`config.mk`:
```
export PLATFORM = sky130hd
export DESIGN_NAME = hmq_front
export DESIGN_NICKNAME = d
export VERILOG_FILES = /design/src/sv/hmq_pkg.sv /design/src/sv/hmq_front.sv
export SDC_FILE = /design/constraint.sdc
export NUM_CORES = 2
export LEC_CHECK = 0
export BUFFER_PORTS_ARGS = -buffer_cell sky130_fd_sc_hd__buf_4
export CORE_MARGIN = 2
export CORE_UTILIZATION = 57
export DETAILED_ROUTE_END_ITERATION = 6
export PLACE_DENSITY = 0.77
export SLEW_MARGIN = 5
export SYNTH_ARGS = -nofsm -noshare
export SYNTH_HDL_FRONTEND = slang
export SYNTH_SLANG_ARGS = --single-unit
```
`constraint.sdc`:
```
create_clock -name clk -period 10.5 [get_ports clk]
set_clock_uncertainty 0.1 [all_clocks]
set_input_delay 2.1 -clock clk [delete_from_list [all_inputs] [get_ports clk]]
set_output_delay 2.1 -clock clk [all_outputs]
set_load 0.1 [all_outputs]
```
`src/sv/hmq_pkg.sv`:
```
// hmq_pkg: shared types and constants for the heightmap height query block
// no dependencies
`default_nettype none
package hmq_pkg;
  localparam int unsigned CoordW = 24;
  localparam int unsigned CfgW = 24;
  localparam int unsigned CfgIdxW = 2;
  localparam int unsigned SampW = 8;
  // samples per grid side held in the store
  localparam int unsigned MaxSide = 256;

  typedef enum logic [CfgIdxW-1:0] {
    CFG_ORIGIN_X = 2'd0,
    CFG_ORIGIN_Z = 2'd1,
    CFG_VCOUNT = 2'd2,
    CFG_RECIP = 2'd3
  } cfg_idx_t;

  localparam logic MODE_WRITE = 1'b0;
  localparam logic MODE_QUERY = 1'b1;

  // classified query passed from front to back
  typedef struct packed {
    logic in_grid;
    logic [7:0] gx;
    logic [7:0] gz;
    logic [7:0] fx;
    logic [7:0] fz;
  } query_t;
endpackage
`default_nettype wire

```
`src/sv/hmq_front.sv`:
```
// hmq_front: offset, reciprocal scale and range check of a query (two stages)
// depends on hmq_pkg
`default_nettype none
module hmq_front (
  input  wire logic                       clk,
  input  wire logic                       rst,
  input  wire logic                       adv,
  input  wire logic                       in_vld,
  input  wire logic [hmq_pkg::CoordW-1:0] world_x,
  input  wire logic [hmq_pkg::CoordW-1:0] world_z,
  input  wire logic [hmq_pkg::CoordW-1:0] origin_x,
  input  wire logic [hmq_pkg::CoordW-1:0] origin_z,
  input  wire logic [8:0]                 side_count,
  input  wire logic [hmq_pkg::CfgW-1:0]   cell_recip,
  output      logic                       out_vld,
  output      hmq_pkg::query_t            out_q
);
  import hmq_pkg::*;

  logic s1_vld, s1_neg;
  logic [CoordW-1:0] s1_dx, s1_dz;
  logic signed [CoordW:0] dx, dz;
  logic [47:0] tx, tz;
  logic [9:0] side, lim;
  logic [23:0] gxw, gzw;

  assign dx = $signed({world_x[CoordW-1], world_x}) - $signed({origin_x[CoordW-1], origin_x});
  assign dz = $signed({world_z[CoordW-1], world_z}) - $signed({origin_z[CoordW-1], origin_z});

  // stage 1: offset and sign check
  always_ff @(posedge clk) begin
    if (rst) s1_vld <= 1'b0;
    else if (adv) s1_vld <= in_vld;
    if (adv) begin
      s1_neg <= dx[CoordW] | dz[CoordW];
      s1_dx <= dx[CoordW-1:0];
      s1_dz <= dz[CoordW-1:0];
    end
  end

  assign tx = 48'(s1_dx) * 48'(cell_recip);
  assign tz = 48'(s1_dz) * 48'(cell_recip);
  assign gxw = tx[47:24];
  assign gzw = tz[47:24];
  assign side = (side_count > 9'(MaxSide)) ? 10'(MaxSide) : {1'b0, side_count};
  assign lim = side - 10'd1;

  // stage 2: scale to cell index and fraction, range check
  always_ff @(posedge clk) begin
    if (rst) out_vld <= 1'b0;
    else if (adv) out_vld <= s1_vld;
    if (adv) begin
      out_q.in_grid <= !s1_neg && (side >= 10'd2) && (gxw < 24'(lim)) && (gzw < 24'(lim));
      out_q.gx <= gxw[7:0];
      out_q.gz <= gzw[7:0];
      out_q.fx <= tx[23:16];
      out_q.fz <= tz[23:16];
    end
  end
endmodule
`default_nettype wire

```
==> reports/qor.yml <==
floorplanning:
  design.die.area_sq_um: 76900
  fp.dieW_microns: 277
  pin_count: 167
  initial_utilization_pct: 57.4
  core_sq_um: 74200
  fp-row-count: 100
  dieHeight_microns: 277
worst_setup_path:
  worstPathMaxFanout: 17
  r2r_start: "s1_dx[12]"
  r2r_cells: 40
  slowest_delay_ns: 0.57
  startpoint: "cell_recip[0]"
  worstReg2RegEnd: "out_q[32]"
  critical_path_class: "input pin to flip-flop"
  cp-start-kind: "input pin"
  required_ns: 10.56
  cp_slowest_cell: "fa_1"
  r2r_slack_ns: 0.64
  critical_path_arrival_ns: 10.71
  crit_end: "out_q[32]"
  crit_top_cell: "buf_4"
  worstSetupEndpointType: "flip-flop"
layout:
  final_common_cell: "inv_1"
  layout_common_cells: "inv_1 (1085), fa_1 (957), nand2_1 (674)"
  design_area_sq_um: 47500
  multiInputGateArea_sq_um: 35400
  register_area_sq_um: 2500
  instances_no_fill: 5970
  area_growth_pct: 11.7
  nets: 6498
  drive_gt1_share_pct: 11.7
  num-fill-cells: 6036
yosys:
  ys_types: 77
  postSynth.asyncResetShare_pct: 0
  syn_area_sq_um: 42600
  synth_edf_count: 82
  synth_sequential_area_ratio_pct: 5.88
  syn_avg_cell_area_sq_um: 9.01
  ys_seq_elements: 84
  synth_warnings: 0
  syn_inst: 4723
  yosysTopAreaCellShare_pct: 45.3
  synth_nets: 6228
  yosys-top-cells-area: "fa_1 (45%), ha_1 (12%), inv_1 (9.6%), and2_1 (8.2%), nand2_1 (6.0%)"
  synth_ff_type: "edfxtp_1"
  yosysTopAreaCell: "fa_1"
clocking:
  cts-root-buf: "clkbuf_16"
  cts_tree: "done"
  clkLatencyLatePin_ns: 0.39
  htree_levels: 3
  cts_sinks: 84
  clockBufferDepth: 2
  clk_pin_slew_worst_paths_ns: 0.09
  numCtsBuffers: 9
place:
  place_inst: 5935
  placed_area_sq_um: 46800
  portBuffers: 166
  hpwl_microns: 98000
  gp_congestion: 0.990
grt:
  grt_max_degree: 49
  grt_overflow: 0
  grt_pass1_wl_microns: 192000
  grt_pass1_vias: 35700
  grt.total_usage_pct: 32.0
  antenna_found_initial: 2
detailed_routing:
  ant_nets: 0
  avgRoutedWirePerCell_microns: 19.7
  vias: 33000
  drt_first_iter_violations: 2430
  drc: 6
  via_per_inst: 5.52
  wl_microns: 117000
  dr.pass1.iters: 7
flow_run:
  maxCapViolCount: 0
hold_path:
  hp-class: "flip-flop to flip-flop"
sta:
  fmax_mhz: 94.0
  period_minus_slack_ns: 10.64
  setup_violations: 1
  rsz0062_at_grt: "true"
  max_slew_margin_pct: 18.9
  fin_crit_sh_pct: 101
  tightest_slew_ns: 1.22
  finalSetupTns_ns: -0.144
  hold_viol: 0
  setup_slack_ns: -0.144
  finalMaxSlewViolations: 0
outcome:
  violations: "design-rule violations, negative setup slack"
  status: "finished, violations left"
[how the worst min path moves through the flow]
stage | start | end | slack [ns] | depth (start not counted)
6_report | s1_vld | s1_vld | 0.40 | 2
5_1_grt | s1_vld | out_vld | 0.44 | 2
4_1_cts | s1_vld | s1_vld | 0.41 | 2
3_5_place_dp | s1_vld | s1_vld | 0.39 | 2
3_3_place_gp | out_vld | out_vld | 0.38 | 2
2_1_floorplan | s1_vld | s1_vld | 0.36 | 2
[Yosys cell counts (6+ instances only)]
cell,n
nor4_1,9
nor3_1,20
nand2b_1,19
xnor2_1,64
xor2_1,27
inv_1,1086
a31oi_1,14
a21boi_0,6
nand3_1,29
a21o_1,58
o21bai_1,14
nor3b_1,6
nand2_1,676
o211ai_1,9
and2_1,555
fa_1,964
o21a_1,19
and4_1,7
ha_1,408
or3_1,7
a21oi_1,106
nor2b_1,17
o31ai_1,6
o21ai_1,9
nor2_1,73
clkbuf_1,237
a211oi_1,11
and3_1,12
o21ai_0,59
nand4_1,20
edfxtp_1,82
[layer usage]
metal	wire [microns]	global-route usage [%]	vias up
li1	-	-	14600
met4	4590	10.8	2
met1	46200	42.3	16600
met3	12200	8.57	298
met2	54300	51.3	1451
met5	10	0	-
[state kept, by name, indices dropped and copies added, names as in the netlist]
signal	flops
s1_dz	24
s1_dx	24
out_vld	1
out_q	33
s1_vld	1
s1_neg	1
[cell type report]
| class | instances | share of cell area [%] |
|---|---|---|
| clock inverters | 7 | 0.105 |
| flip-flops and latches | 84 | 5.26 |
| clock buffers | 9 | 0.474 |
| diodes | 3 | 0.0158 |
| multi-input cells | 3309 | 74.4 |
| well taps | 969 | 2.55 |
| inverters | 1086 | 8.57 |
| repair buffers | 503 | 8.58 |
[timing repair]
item,CTS,global route
hold buffers,0,0
endpoints found under the setup margin,1,1
setup buffers,13,3
gates resized for setup,58,14
pin swaps,54,26
[logic make-up (layout without fill, tap and decap cells)]
family / Yosys count / count (layout) / synth area share (%)
simple gates: 1471 / 1471 / 17.2
compound gates: 367 / 367 / 5.74
xor+xnor: 91 / 91 / 1.87
buf+inv: 1330 / 1605 / 11.7
other cells: 0 / 3 / 0
flops: 84 / 84 / 5.88
mux: 8 / 8 / 0.197
fa+ha+maj: 1372 / 1372 / 57.3
[worst max-delay path, delay by kind of cell]
family	cells	cell delay, ns
XOR/XNOR	1	0.10
AO/OA/AOI/OAI	8	1.33
buffers and inverters	19	2.38
adder cells (fa/ha/maj)	9	3.75
AND/OR/NAND/NOR	7	1.06
[per-stage QoR]
step	utilization (%)	setup WS (ns)	hold WS, ns
after floorplan	-	0.00203	0.360
after global placement	63.0	-0.484	0.380
after detailed placement	63.0	-0.584	0.393
after CTS	63.9	0.00625	0.413
after global routing	64.1	-0.396	0.439
final	64.1	-0.144	0.404
Power is not shown: default switching activity piles up to over one toggle a cycle in this logic, so the estimate is an artifact.
